[src/hdl/rgr_pkg.sv]
`default_nettype none
// ---------------------------------------------------------------------------
// rgr_pkg
// shared types, constants and the microcode table of the glyph rasterizer
// ---------------------------------------------------------------------------
package rgr_pkg;

	localparam int unsigned SCREEN_WIDTH  = 320;
	localparam int unsigned SCREEN_HEIGHT = 240;

	localparam logic [8:0] SCREEN_W  = 9'(SCREEN_WIDTH);
	localparam logic [8:0] SCREEN_H  = 9'(SCREEN_HEIGHT);
	localparam logic [8:0] SCREEN_W1 = 9'(SCREEN_WIDTH - 1);
	localparam logic [8:0] SCREEN_H1 = 9'(SCREEN_HEIGHT - 1);

	localparam logic [15:0] COLOR_FG = 16'hffff;
	localparam logic [15:0] COLOR_BG = 16'h0000;

	// configuration register indexes
	localparam logic [1:0] REG_GLYPH_SIZE   = 2'd0;
	localparam logic [1:0] REG_OVERLAY_MODE = 2'd1;
	localparam logic [1:0] REG_ROTATION     = 2'd2;

	// rotations
	localparam logic [1:0] ROT_UP    = 2'd0;
	localparam logic [1:0] ROT_LEFT  = 2'd1;
	localparam logic [1:0] ROT_RIGHT = 2'd2;
	localparam logic [1:0] ROT_DOWN  = 2'd3;

	// microcode steps
	localparam logic [1:0] ST_IDLE  = 2'd0;
	localparam logic [1:0] ST_CHECK = 2'd1;
	localparam logic [1:0] ST_PIXEL = 2'd2;
	localparam logic [1:0] ST_FLUSH = 2'd3;

	// jump conditions
	localparam logic [1:0] C_ALWAYS  = 2'd0;
	localparam logic [1:0] C_NO_ITEM = 2'd1;
	localparam logic [1:0] C_SKIP    = 2'd2;
	localparam logic [1:0] C_NO_BRK  = 2'd3;

	typedef struct packed {
		logic [5:0] glyph_size;
		logic       overlay_mode;
		logic [1:0] rotation;
	} cfg_t;

	typedef struct packed {
		logic take;
		logic start;
		logic pixel;
		logic flush;
	} ctrl_t;

	typedef struct packed {
		logic skip;
		logic brk;
		logic stall;
		logic pend_v;
	} flags_t;

	typedef struct packed {
		logic [1:0] cond;
		logic [1:0] target;
		ctrl_t      act;
	} uword_t;

	function automatic uword_t ucode_rom(input logic [1:0] step);
		uword_t w;
		w = '0;
		case (step)
			ST_IDLE: begin
				w.cond     = C_NO_ITEM;
				w.target   = ST_IDLE;
				w.act.take = 1'b1;
			end
			ST_CHECK: begin
				w.cond      = C_SKIP;
				w.target    = ST_IDLE;
				w.act.start = 1'b1;
			end
			ST_PIXEL: begin
				w.cond      = C_NO_BRK;
				w.target    = ST_PIXEL;
				w.act.pixel = 1'b1;
			end
			ST_FLUSH: begin
				w.cond      = C_ALWAYS;
				w.target    = ST_IDLE;
				w.act.flush = 1'b1;
			end
			default: begin
				w.cond   = C_ALWAYS;
				w.target = ST_IDLE;
			end
		endcase
		return w;
	endfunction

	// bytes per character, zero for an unsupported size
	function automatic logic [6:0] bytes_per_char(input logic [5:0] size);
		logic [6:0] n;
		case (size)
			6'd12:   n = 7'd12;
			6'd16:   n = 7'd16;
			6'd24:   n = 7'd36;
			6'd32:   n = 7'd64;
			default: n = 7'd0;
		endcase
		return n;
	endfunction

endpackage
`default_nettype wire

[src/hdl/rgr_sequencer.sv]
`default_nettype none
// ---------------------------------------------------------------------------
// rgr_sequencer
// step counter over the microcode table with conditional jumps
// ---------------------------------------------------------------------------
module rgr_sequencer (
	input  wire logic           clk,
	input  wire logic           arst_n,
	input  wire logic           item_valid,
	input  wire rgr_pkg::flags_t flags,
	output rgr_pkg::ctrl_t      ctrl
);
	import rgr_pkg::*;

	logic [1:0] upc_q;
	uword_t     uw;
	logic       jump;

	always_comb begin
		uw   = ucode_rom(upc_q);
		ctrl = uw.act;
		case (uw.cond)
			C_ALWAYS:  jump = 1'b1;
			C_NO_ITEM: jump = !item_valid;
			C_SKIP:    jump = flags.skip;
			C_NO_BRK:  jump = !flags.brk;
			default:   jump = 1'b0;
		endcase
	end

	always_ff @(posedge clk or negedge arst_n) begin
		if (!arst_n) begin
			upc_q <= ST_IDLE;
		end else if (!flags.stall) begin
			upc_q <= jump ? uw.target : upc_q + 2'd1;
		end
	end

endmodule
`default_nettype wire

[src/hdl/rgr_datapath.sv]
`default_nettype none
// ---------------------------------------------------------------------------
// rgr_datapath
// cursor state, pixel mapping, hold stage and result register
// ---------------------------------------------------------------------------
module rgr_datapath (
	input  wire logic            clk,
	input  wire logic            arst_n,
	input  wire rgr_pkg::cfg_t   cfg,
	input  wire rgr_pkg::ctrl_t  ctrl,
	input  wire logic            item_valid,
	input  wire logic            first_byte,
	input  wire logic [8:0]      origin_x,
	input  wire logic [8:0]      origin_y,
	input  wire logic [7:0]      glyph_byte,
	output rgr_pkg::flags_t      flags,
	output logic                 pix_valid,
	input  wire logic            pix_ready,
	output logic [16:0]          pixel_address,
	output logic [15:0]          pixel_color,
	output logic                 last
);
	import rgr_pkg::*;

	logic [8:0]  cursor_x_q, cursor_y_q, column_top_q;
	logic [6:0]  bytes_taken_q;
	logic        char_ended_q;
	logic [7:0]  bits_q;
	logic [2:0]  step_q;
	logic        pend_v_q, pend_set_q;
	logic [16:0] pend_addr_q;
	logic        out_v_q, out_set_q, out_last_q;
	logic [16:0] out_addr_q;

	logic [6:0]  total, bytes_nx;
	logic        skip, swap, in_bounds, emit, take, stall, out_load;
	logic [8:0]  row_lim, col_lim, mul_op, add_op;
	logic [18:0] addr_full;
	logic [9:0]  y_nx, x_nx, y_span;
	logic        edge_hit, col_hit, brk, ended;

	always_comb begin
		total    = bytes_per_char(cfg.glyph_size);
		bytes_nx = bytes_taken_q + 7'd1;
		skip     = char_ended_q || total == 7'd0 || bytes_taken_q >= total;
		swap     = cfg.rotation == ROT_LEFT || cfg.rotation == ROT_RIGHT;
		row_lim  = swap ? SCREEN_W : SCREEN_H;
		col_lim  = swap ? SCREEN_H : SCREEN_W;
		in_bounds = cursor_x_q < col_lim && cursor_y_q < row_lim;

		case (cfg.rotation)
			ROT_UP: begin
				mul_op = cursor_y_q;
				add_op = cursor_x_q;
			end
			ROT_LEFT: begin
				mul_op = cursor_x_q;
				add_op = SCREEN_W1 - cursor_y_q;
			end
			ROT_RIGHT: begin
				mul_op = SCREEN_H1 - cursor_x_q;
				add_op = cursor_y_q;
			end
			default: begin
				mul_op = SCREEN_H1 - cursor_y_q;
				add_op = SCREEN_W1 - cursor_x_q;
			end
		endcase
		addr_full = 19'(SCREEN_W) * 19'(mul_op) + 19'(add_op);

		emit     = (bits_q[7] || !cfg.overlay_mode) && in_bounds;
		y_nx     = {1'b0, cursor_y_q} + 10'd1;
		x_nx     = {1'b0, cursor_x_q} + 10'd1;
		y_span   = y_nx - {1'b0, column_top_q};
		edge_hit = y_nx >= {1'b0, row_lim};
		col_hit  = y_span == {4'b0, cfg.glyph_size};
		brk      = edge_hit || col_hit || step_q == 3'd7;
		ended    = edge_hit || (col_hit && x_nx >= {1'b0, col_lim});

		take     = ctrl.take && item_valid;
		stall    = ((ctrl.pixel && emit) || ctrl.flush) && pend_v_q && out_v_q && !pix_ready;
		out_load = !stall && pend_v_q && ((ctrl.pixel && emit) || ctrl.flush);

		flags.skip   = skip;
		flags.brk    = brk;
		flags.stall  = stall;
		flags.pend_v = pend_v_q;
	end

	// character state
	always_ff @(posedge clk or negedge arst_n) begin
		if (!arst_n) begin
			cursor_x_q    <= '0;
			cursor_y_q    <= '0;
			column_top_q  <= '0;
			bytes_taken_q <= '0;
			char_ended_q  <= 1'b1;
			step_q        <= '0;
		end else begin
			if (take && first_byte) begin
				cursor_x_q    <= origin_x;
				cursor_y_q    <= origin_y;
				column_top_q  <= origin_y;
				bytes_taken_q <= '0;
				char_ended_q  <= 1'b0;
			end
			if (ctrl.start) begin
				step_q <= '0;
				if (skip) begin
					char_ended_q <= 1'b1;
				end
			end
			if (ctrl.pixel && !stall) begin
				step_q <= step_q + 3'd1;
				if (edge_hit) begin
					cursor_y_q <= y_nx[8:0];
				end else if (col_hit) begin
					cursor_y_q <= column_top_q;
					cursor_x_q <= x_nx[8:0];
				end else begin
					cursor_y_q <= y_nx[8:0];
				end
				if (brk) begin
					bytes_taken_q <= bytes_nx;
					char_ended_q  <= ended || bytes_nx >= total;
				end
			end
		end
	end

	// hold stage and result valid
	always_ff @(posedge clk or negedge arst_n) begin
		if (!arst_n) begin
			pend_v_q <= 1'b0;
			out_v_q  <= 1'b0;
		end else begin
			if (ctrl.pixel && emit && !stall) begin
				pend_v_q <= 1'b1;
			end else if (ctrl.flush && !stall) begin
				pend_v_q <= 1'b0;
			end
			if (out_load) begin
				out_v_q <= 1'b1;
			end else if (pix_ready) begin
				out_v_q <= 1'b0;
			end
		end
	end

	// payload
	always_ff @(posedge clk) begin
		if (take) begin
			bits_q <= glyph_byte;
		end else if (ctrl.pixel && !stall) begin
			bits_q <= {bits_q[6:0], 1'b0};
		end
		if (ctrl.pixel && emit && !stall) begin
			pend_addr_q <= addr_full[16:0];
			pend_set_q  <= bits_q[7];
		end
		if (out_load) begin
			out_addr_q <= pend_addr_q;
			out_set_q  <= pend_set_q;
			out_last_q <= ctrl.flush;
		end
	end

	assign pix_valid     = out_v_q;
	assign pixel_address = out_addr_q;
	assign pixel_color   = out_set_q ? COLOR_FG : COLOR_BG;
	assign last          = out_last_q;

endmodule
`default_nettype wire

[src/hdl/rotated_glyph_rasterizer_unit.sv]
`default_nettype none
// ---------------------------------------------------------------------------
// rotated_glyph_rasterizer_unit
// turns glyph column bytes into rotated framebuffer pixel writes
// ---------------------------------------------------------------------------
// a byte walks n = 1..8 pixels, one per cycle in the pixel step unless a blocked result stalls it
// a byte that is skipped (no character, bad size, count reached) goes from the check step back to idle
// pixel writes pass the hold stage, then the result register; a byte's last one moves on at the flush step
// the result register lets the next byte in while a pixel still waits
// reset: size 16, opaque, rotation up, no character active
// ---------------------------------------------------------------------------
module rotated_glyph_rasterizer_unit (
	input  wire logic        clk,
	input  wire logic        arst_n,
	input  wire logic        cfg_valid,
	output logic             cfg_ready,
	input  wire logic [1:0]  cfg_index,
	input  wire logic [5:0]  cfg_data,
	input  wire logic        item_valid,
	output logic             item_ready,
	input  wire logic        first_byte,
	input  wire logic [8:0]  origin_x,
	input  wire logic [8:0]  origin_y,
	input  wire logic [7:0]  glyph_byte,
	output logic             pix_valid,
	input  wire logic        pix_ready,
	output logic [16:0]      pixel_address,
	output logic [15:0]      pixel_color,
	output logic             last
);
	import rgr_pkg::*;

	cfg_t   cfg_q;
	ctrl_t  ctrl;
	flags_t flags;

	assign cfg_ready  = 1'b1;
	assign item_ready = ctrl.take;

	always_ff @(posedge clk or negedge arst_n) begin
		if (!arst_n) begin
			cfg_q.glyph_size   <= 6'd16;
			cfg_q.overlay_mode <= 1'b0;
			cfg_q.rotation     <= ROT_UP;
		end else if (cfg_valid && cfg_ready) begin
			case (cfg_index)
				REG_GLYPH_SIZE:   cfg_q.glyph_size   <= cfg_data;
				REG_OVERLAY_MODE: cfg_q.overlay_mode <= cfg_data[0];
				REG_ROTATION:     cfg_q.rotation     <= cfg_data[1:0];
				default: ;
			endcase
		end
	end

	rgr_sequencer u_seq (
		.clk        (clk),
		.arst_n     (arst_n),
		.item_valid (item_valid),
		.flags      (flags),
		.ctrl       (ctrl)
	);

	rgr_datapath u_dp (
		.clk           (clk),
		.arst_n        (arst_n),
		.cfg           (cfg_q),
		.ctrl          (ctrl),
		.item_valid    (item_valid),
		.first_byte    (first_byte),
		.origin_x      (origin_x),
		.origin_y      (origin_y),
		.glyph_byte    (glyph_byte),
		.flags         (flags),
		.pix_valid     (pix_valid),
		.pix_ready     (pix_ready),
		.pixel_address (pixel_address),
		.pixel_color   (pixel_color),
		.last          (last)
	);

	// a stall only comes from a blocked result register
	a_stall_cause: assert property (@(posedge clk) disable iff (!arst_n)
		flags.stall |-> pix_valid && !pix_ready)
		else $error("stall without a blocked result");

	// the hold stage is drained before a new byte is taken
	a_idle_empty: assert property (@(posedge clk) disable iff (!arst_n)
		item_ready |-> !flags.pend_v)
		else $error("pending pixel left behind at idle");

	// the end of a pixel walk is followed by the flush step
	a_brk_flush: assert property (@(posedge clk) disable iff (!arst_n)
		ctrl.pixel && flags.brk && !flags.stall |=> ctrl.flush)
		else $error("pixel walk did not end in flush");

	// a new request is never taken in the cycle after a flush that is stalled
	a_flush_hold: assert property (@(posedge clk) disable iff (!arst_n)
		ctrl.flush && flags.stall |=> ctrl.flush && !item_ready)
		else $error("stalled flush left its step");

endmodule
`default_nettype wire
[config.mk]
export PLATFORM = sky130hd
export DESIGN_NAME = rotated_glyph_rasterizer_unit
export DESIGN_NICKNAME = d
export VERILOG_FILES = /design/src/hdl/rgr_pkg.sv /design/src/hdl/rgr_sequencer.sv /design/src/hdl/rgr_datapath.sv /design/src/hdl/rotated_glyph_rasterizer_unit.sv
export SDC_FILE = /design/constraint.sdc
export NUM_CORES = 1
export LEC_CHECK = 0
export BUFFER_PORTS_ARGS = -buffer_cell sky130_fd_sc_hd__buf_4
export CAP_MARGIN = 15
export CORE_ASPECT_RATIO = 1.5
export CORE_MARGIN = 1.5
export CORE_UTILIZATION = 64
export CTS_CLUSTER_DIAMETER = 40
export CTS_CLUSTER_SIZE = 10
export DETAILED_ROUTE_END_ITERATION = 12
export HOLD_SLACK_MARGIN = 0.12
export PLACE_DENSITY = 0.92
export SYNTH_ARGS = -nofsm -noshare
export SYNTH_HDL_FRONTEND = slang
export SYNTH_SLANG_ARGS = --single-unit
[constraint.sdc]
create_clock -name clk -period 6.2 [get_ports clk]
set_input_delay 0.62 -clock clk [delete_from_list [all_inputs] [get_ports clk]]
set_output_delay 0.62 -clock clk [all_outputs]
set_load 0.01 [all_outputs]
# After elaboration in Yosys (flattened, before gate mapping)
# Cells that the tools add are included.
[totals] ff_bits=96 inputBits=40 out_inout_bits=37
[op_classes] addsub=11 mul=1 order_cmp=6 n_eq_ne=16 mux=37 n_reduce_logical=41
[op_table] cell="two-way mux 9 bit" count=10
[op_table] cell="one-hot mux 9 bit (3 select lines)" count=2
[op_table] cell="one-hot mux 7 bit (4 select lines)" count=1
[op_table] cell="two-way mux 7 bit" count=3
[op_table] cell="adder 9 x 1 -> 10 bit (second input constant)" count=2
[op_table] cell=">= comparator 10 x 9 -> 1 bit" count=2
[op_table] cell="less-than comparator 9 bit" count=2
[op_table] cell="subtractor 8 x 9 -> 9 bit (first input constant)" count=2
[op_table] cell="subtractor 9 bit (first input constant)" count=2
[op_table] cell="adder 17 x 9 -> 17 bit" count=1
[op_table] cell="two-way mux 16 bit" count=1
[op_table] cell="two-way mux 8 bit" count=2
[op_table] cell="one-hot mux 4 bit (4 select lines)" count=1
[op_table] cell=">= comparator 7 bit" count=2
[op_table] cell="logical AND 1 bit" count=14
[op_table] cell="two-way mux 1 bit" count=13
[op_table] cell="== test 2 bit (second input constant)" count=6
[op_table] cell="== test 6 x 5 -> 1 bit (second input constant)" count=2
[op_table] cell="multiplier 3 x 9 -> 11 bit (first input constant)" count=1
[op_table] cell="== test 10 x 6 -> 1 bit" count=1
[op_table] cell="nonzero test 2 bit" count=5
[op_table] cell="subtractor 10 x 9 -> 10 bit" count=1
[op_table] cell="logical OR 1 bit" count=9
[op_table] cell="== test 2 x 1 -> 1 bit (second input constant)" count=4
[op_table] cell="other kinds (13)" count=23

# Logic depth before layout (Yosys ltp)
[depth] depth_word=15 depth_mapped=19 ltp_nobuf=17

# Cells and area by module
# A second synthesis with hierarchy kept.
[unflattened] cells_unflattened=693 hier_area_um2=6917.9
[modules_own_cells] mod="rgr_datapath" n_inst=1 cells_each=650 area_each_um2=6359.8 seq_area_each_um2=2353.5
[modules_own_cells] mod="rotated_glyph_rasterizer_unit" n_inst=1 cells_each=23 area_each_um2=372.9 seq_area_each_um2=226.5
[modules_own_cells] mod="rgr_sequencer" n_inst=1 cells_each=20 area_each_um2=185.2 seq_area_each_um2=50.0

# Worst setup path after synthesis
# No wires, ideal clock.
[synth_timing] path_type="reg-to-reg" start="register u_dp.cursor_y_q[2]" end="register u_dp.cursor_x_q[2]" arrival_time_ps=3674 path_slack_ps=2403 path_stages_with_launch=16 n_path_buf=2 path_cell_list="dfrtp_1 clkbuf_1 and4_1 nand2_1 xor2_1 inv_1 ha_1 and2b_1 a211o_1 mux2i_1 nand4_1 or4_1 buf_2 or3_4 mux2_4 o221a_1"
[synth_between] elab_chain_cells=11
[synth_lines] item="start, declared" line_no="rgr_datapath.sv:25" rtl="logic [8:0] cursor_x_q, cursor_y_q, column_top_q;"
[synth_lines] item="start signal, assigned" line_no="rgr_datapath.sv:102" rtl="cursor_y_q <= origin_y;"
[synth_lines] item="start signal, assigned" line_no="rgr_datapath.sv:116" rtl="cursor_y_q <= y_nx[8:0];"
[synth_lines] item="start signal, assigned" line_no="rgr_datapath.sv:118" rtl="cursor_y_q <= column_top_q;"
[synth_lines] item="branches (longest 10 deep; another with adder 9 x 1 -> 10 bit)"
[synth_lines] item="two-way mux 9 bit *" line_no="rgr_datapath.sv:113" rtl="if (ctrl.pixel && !stall) begin"
[synth_lines] item="end signal, assigned" line_no="rgr_datapath.sv:101" rtl="cursor_x_q <= origin_x;"
[synth_lines] item="end signal, assigned" line_no="rgr_datapath.sv:119" rtl="cursor_x_q <= x_nx[8:0];"
[synth_lines] item="end, declared" line_no="rgr_datapath.sv:25"
# Every way passes the cells marked *.
# A chain may end at the register's enable or synchronous reset.

# Worst setup path after layout
[layout_timing] start="register cfg_q[0] (netlist name)" end="register u_dp.pend_addr_q[16], data pin"
[layout_between] elab_chain_cells=4
[layout_lines] item="start, declared" line_no="rotated_glyph_rasterizer_unit.sv:33" rtl="cfg_t cfg_q;"
[layout_lines] item="== test 2 bit, or another cell as far along" line_no="rgr_datapath.sv:51" rtl="case (cfg.rotation)"
[layout_lines] item="one-hot mux 9 bit (3 select lines)" line_no="rgr_datapath.sv:51"
[layout_lines] item="multiplier 3 x 9 -> 11 bit" line_no="rgr_datapath.sv:69" rtl="addr_full = 19'(SCREEN_W) * 19'(mul_op) + 19'(add_op);"
[layout_lines] item="adder 17 x 9 -> 17 bit *" line_no="rgr_datapath.sv:69"
[layout_lines] item="named net u_dp.addr_full[16]" line_no="rgr_datapath.sv:38" rtl="logic [18:0] addr_full;"
[layout_lines] item="end signal, assigned" line_no="rgr_datapath.sv:158" rtl="pend_addr_q <= addr_full[16:0];"
[layout_lines] item="end, declared" line_no="rgr_datapath.sv:31" rtl="logic [16:0] pend_addr_q;"
# Mark *: on every way through the listed nets, which the timed path passes. The rest lies on a longest branch.

==> metrics.md <==
| Metric | Value |
|---|---|
| Final-report setup violation count | `0` |
| Critical Setup Path Class | `reg -> reg` |
| Placed cell area | `7330 µm²` |
| DP HPWL | `11.7 mm` |
| Ports | `77` |
| Most used cell, CP | `ha_1` |
| Synthesized cell area | `6820 µm²` |
| Crit path capture type | `flop` |
| Power Density | `596 nW/µm²` |
| Setup repair bufs after CTS | `0` |
| Maxcap violations | `0` |
| Die ar. | `11300 µm²` |
| CP max FO | `24` |
| Post-Syn Nets | `803` |
| Maximum vdd drop | `0.000428 V` |
| Worst slew pin tran | `1.27 ns` |
| Resize count post-CTS | `0` |
| Cells after Synth | `690` |
| DR WL/cell | `17.8 µm` |
| Hold crit path type | `in -> async` |
| Site Rows | `46` |
| Fin. max-slew vios | `0` |
| FILL cells | `748` |
| Via count | `5241` |
| Pre-Repair DR Iteration Count | `5` |
| DR iter-0 viols | `346` |
| Final period demand of the worst path | `4.33 ns` |
| #FFs+latches synth | `96` |
| Ys async rst share | `53.1%` |
| Data arrival, critical path | `4.42 ns` |
| Post-Route WL | `15.6 mm` |
| Sequential fraction of the synthesis area | `38.6%` |
| CP max-delay cell | `ha_1` |
| Sequential cell area | `2630 µm²` |
| Core area | `10500 µm²` |
| Final Hold Viols | `0` |
| DRC | `0` |
| # diodes | `0` |
| Final worst-path cycle share | `69.8%` |
| Max Buffers Root-to-Sink | `2` |
| Initial core utilization | `65.1%` |
| CP startpoint kind | `flop` |
| Area grow syn2layout | `11.7%` |
| Syn Area/Cell | `9.88 µm²` |
| Max Freq | `231 MHz` |
| Largest net degree at the start of global routing | `52` |
| Required time of the worst setup path | `6.29 ns` |
| Num CTS Buffers | `9` |
| Cells along the critical path | `inv_1 > ha_1 > mux2_2 > ha_1 > xnor2_1 > nand2_1 > o221ai_1 > ha_1 > ha_1 > inv_1 > o21bai_1 > a21o_1 > a21oi_1 > xor2_1 > nor3_1 > xnor3_1` |
| Yosys warns | `0` |
| Outcome | `finished clean` |
| Final antenna-violating net count | `0` |
| Tot GR Track Use | `28.4%` |
| Share of cells above drive strength 1 | `18.0%` |
| Area of the multi-input gates | `3790 µm²` |
| Post-synth cell types | `66` |
| RSZ-0062 raised after global routing | `false` |
| Clock skew | `0.00948 ns` |
| First-pass GRT wire length | `24.9 mm` |
| Post-synth EDFFs | `45` |
| Fin nets | `842` |
| Total congestion overflow | `0` |
| CTS tree | `done` |
| Post-Route Setup TNS | `0 ns` |
| Clock Pin Slew Worst Setup and Hold Paths | `0.07 ns` |
| Synth Flop Type | `dfrtp_1` |
| Vias per cell | `5.97` |
| H-tree depth | `3` |
| Vias in the first global route | `5391` |
| Placer congestion estimate | `0.969` |
| CTS root buf | `clkbuf_16` |
| Clk_lat worst skew | `0.34 ns` |
| Cts hold-fix bufs | `0` |
| Reg2reg setup slack | `1.87 ns` |
| Die X | `87.3 µm` |
| Static Leakage | `3.41 nW` |
| Design area | `7620 µm²` |
| Headroom to the max-slew limit | `15.3%` |
| Die height | `129 µm` |
| Antenna violations before repair | `0` |
| Clock Sinks | `96` |
| Worst reg2reg path depth | `16` |
| Buffers on Ports | `75` |
| Hold_ws | `0.303 ns` |
| Slowest cell delay on critical path | `0.67 ns` |
==> final timing paths <==
path | end | startpoint
worst max-delay path | u_dp.pend_addr_q[16]$_DFFE_PP_ | cfg_q[0]$_DFFE_PN0P_
worst min-delay path | u_dp.column_top_q[4]$_DFFE_PN0P_ | arst_n
worst max register to register | u_dp.pend_addr_q[16]$_DFFE_PP_ | cfg_q[0]$_DFFE_PN0P_
worst min register to register | u_dp.pixel_address[3]$_DFFE_PP_ | u_dp.pend_addr_q[3]$_DFFE_PP_
max in group asynchronous | u_dp.pix_valid$_DFFE_PN0P_ | arst_n
min in group clk | u_dp.pixel_address[3]$_DFFE_PP_ | u_dp.pend_addr_q[3]$_DFFE_PP_
==> cells in the mapped netlist, drive strengths merged, types with 2 or more instances <==
library cell / instances / area (µm²)
nor3b: 2 / 15.0
or4: 2 / 15.0
buf: 21 / 145
o311ai: 2 / 25.0
a2111oi: 2 / 23.8
nor4: 3 / 18.8
nand2: 75 / 282
inv: 40 / 150
o21ai: 38 / 190
o21bai: 4 / 30.0
nand2b: 10 / 62.6
nor2b: 9 / 56.3
xnor2: 24 / 210
edfxtp: 45 / 1350
fa: 3 / 60.1
mux2i: 17 / 170
a31o: 2 / 17.5
nor2: 21 / 78.8
and3: 14 / 87.6
a211oi: 11 / 82.6
a22oi: 8 / 60.1
o221ai: 6 / 52.6
o31ai: 2 / 28.8
nand3: 15 / 75.1
and2: 7 / 43.8
a21oi: 43 / 215
xor2: 24 / 210
ha: 70 / 876
dfrtp: 49 / 1230
a21boi: 4 / 30.0
a21o: 6 / 45.0
clkbuf: 29 / 109
o21a: 5 / 37.5
dfstp: 2 / 52.6
mux2: 32 / 364
a31oi: 3 / 18.8
nand4: 5 / 31.3
nor3: 9 / 50.1
nand3b: 7 / 52.6
or2: 3 / 18.8
==> critical path, delay by kind of cell (launching register included) <==
kind / cells / cell delay, ns
xor+xnor: 3 / 0.49
simple gates: 2 / 0.30
compound gates: 4 / 0.64
flops: 1 / 0.41
mux: 1 / 0.42
buf+inv: 2 / 0.21
fa+ha+maj: 4 / 1.59
==> stage by stage <==
step                      cells  setup WS [ns]  utilization (%)  power [mW]
after floorplan             690           2.40                -        3.27
after global placement      862           2.16             70.0        3.80
after detailed placement    862           1.96             70.0        3.92
after CTS                   878           1.92             72.8        4.50
after global routing        878           1.63             72.8        4.88
final                       878           1.87             72.8        4.54
==> logic make-up after synthesis <==
kind of cell | count (synthesis) | synth area share (%)
compound gates | 145 | 13.7
xor+xnor | 49 | 6.49
fa+ha+maj | 73 | 13.7
buf+inv | 90 | 5.93
flops | 96 | 38.6
mux | 49 | 7.83
other cells | 1 | 0.0550
simple gates | 187 | 13.7
==> report_power, final <==
part	leakage, nW	internal, mW	total (mW)	switching, mW
clock	0.140	0.312	0.550	0.239
sequential	1.03	0.983	1.24	0.259
combinational	2.24	1.21	2.75	1.54
==> cell usage in the layout (no fill, tap or decap), types with 5 or more instances in the layout <==
cell and instances:
o21ai_0 33, o21a_1 5, inv_1 40, nor3_1 8
and2_1 7, mux2i_1 17, edfxtp_1 45, clkbuf_16 9
nand2b_1 10, mux2_2 27, nor2_1 21, buf_4 78
nand3b_1 7, xor2_1 24, o221ai_1 6, o21ai_1 5
and3_1 14, nand4_1 5, a211oi_1 11, nand2_1 75
xnor2_1 24, dfrtp_1 49, ha_1 70, nand3_1 15
a21o_1 6, a21oi_1 43, nor2b_1 9, a22oi_1 8
==> metal layers <==
metal	global-route usage (%)	vias up	routed length [µm]
li1	-	2517	-
met1	30.1	2476	5810
met2	51.7	184	8240
met3	4.46	64	731
met4	17.6	0	843
met5	0	-	0
==> area by class of cell <==
| class | count | share of cell area [%] |
|---|---|---|
| clock inverter | 6 | 0.788 |
| inverter | 40 | 1.97 |
| timing repair buffer | 78 | 7.68 |
| clock buffer | 10 | 3.00 |
| tap | 144 | 2.36 |
| multi-input combinational | 504 | 49.7 |
| sequential | 96 | 34.5 |
==> flip-flops by register name, summed over array words and instances, names as in the netlist <==
register and flops:
u_dp.pix_valid 1, cfg_q 9, u_dp.bits_q 8, u_dp.cursor_y_q 9
u_dp.cursor_x_q 9, u_dp.column_top_q 9, u_dp.bytes_taken_q 7, u_dp.out_set_q 1
u_dp.pixel_address 17, u_dp.pend_addr_q 17, u_dp.pend_v_q 1, u_dp.char_ended_q 1
u_dp.last 1, u_dp.pend_set_q 1, u_seq.upc_q 2, u_dp.step_q 3
No activity file was read; power rests on OpenSTA's default activity.
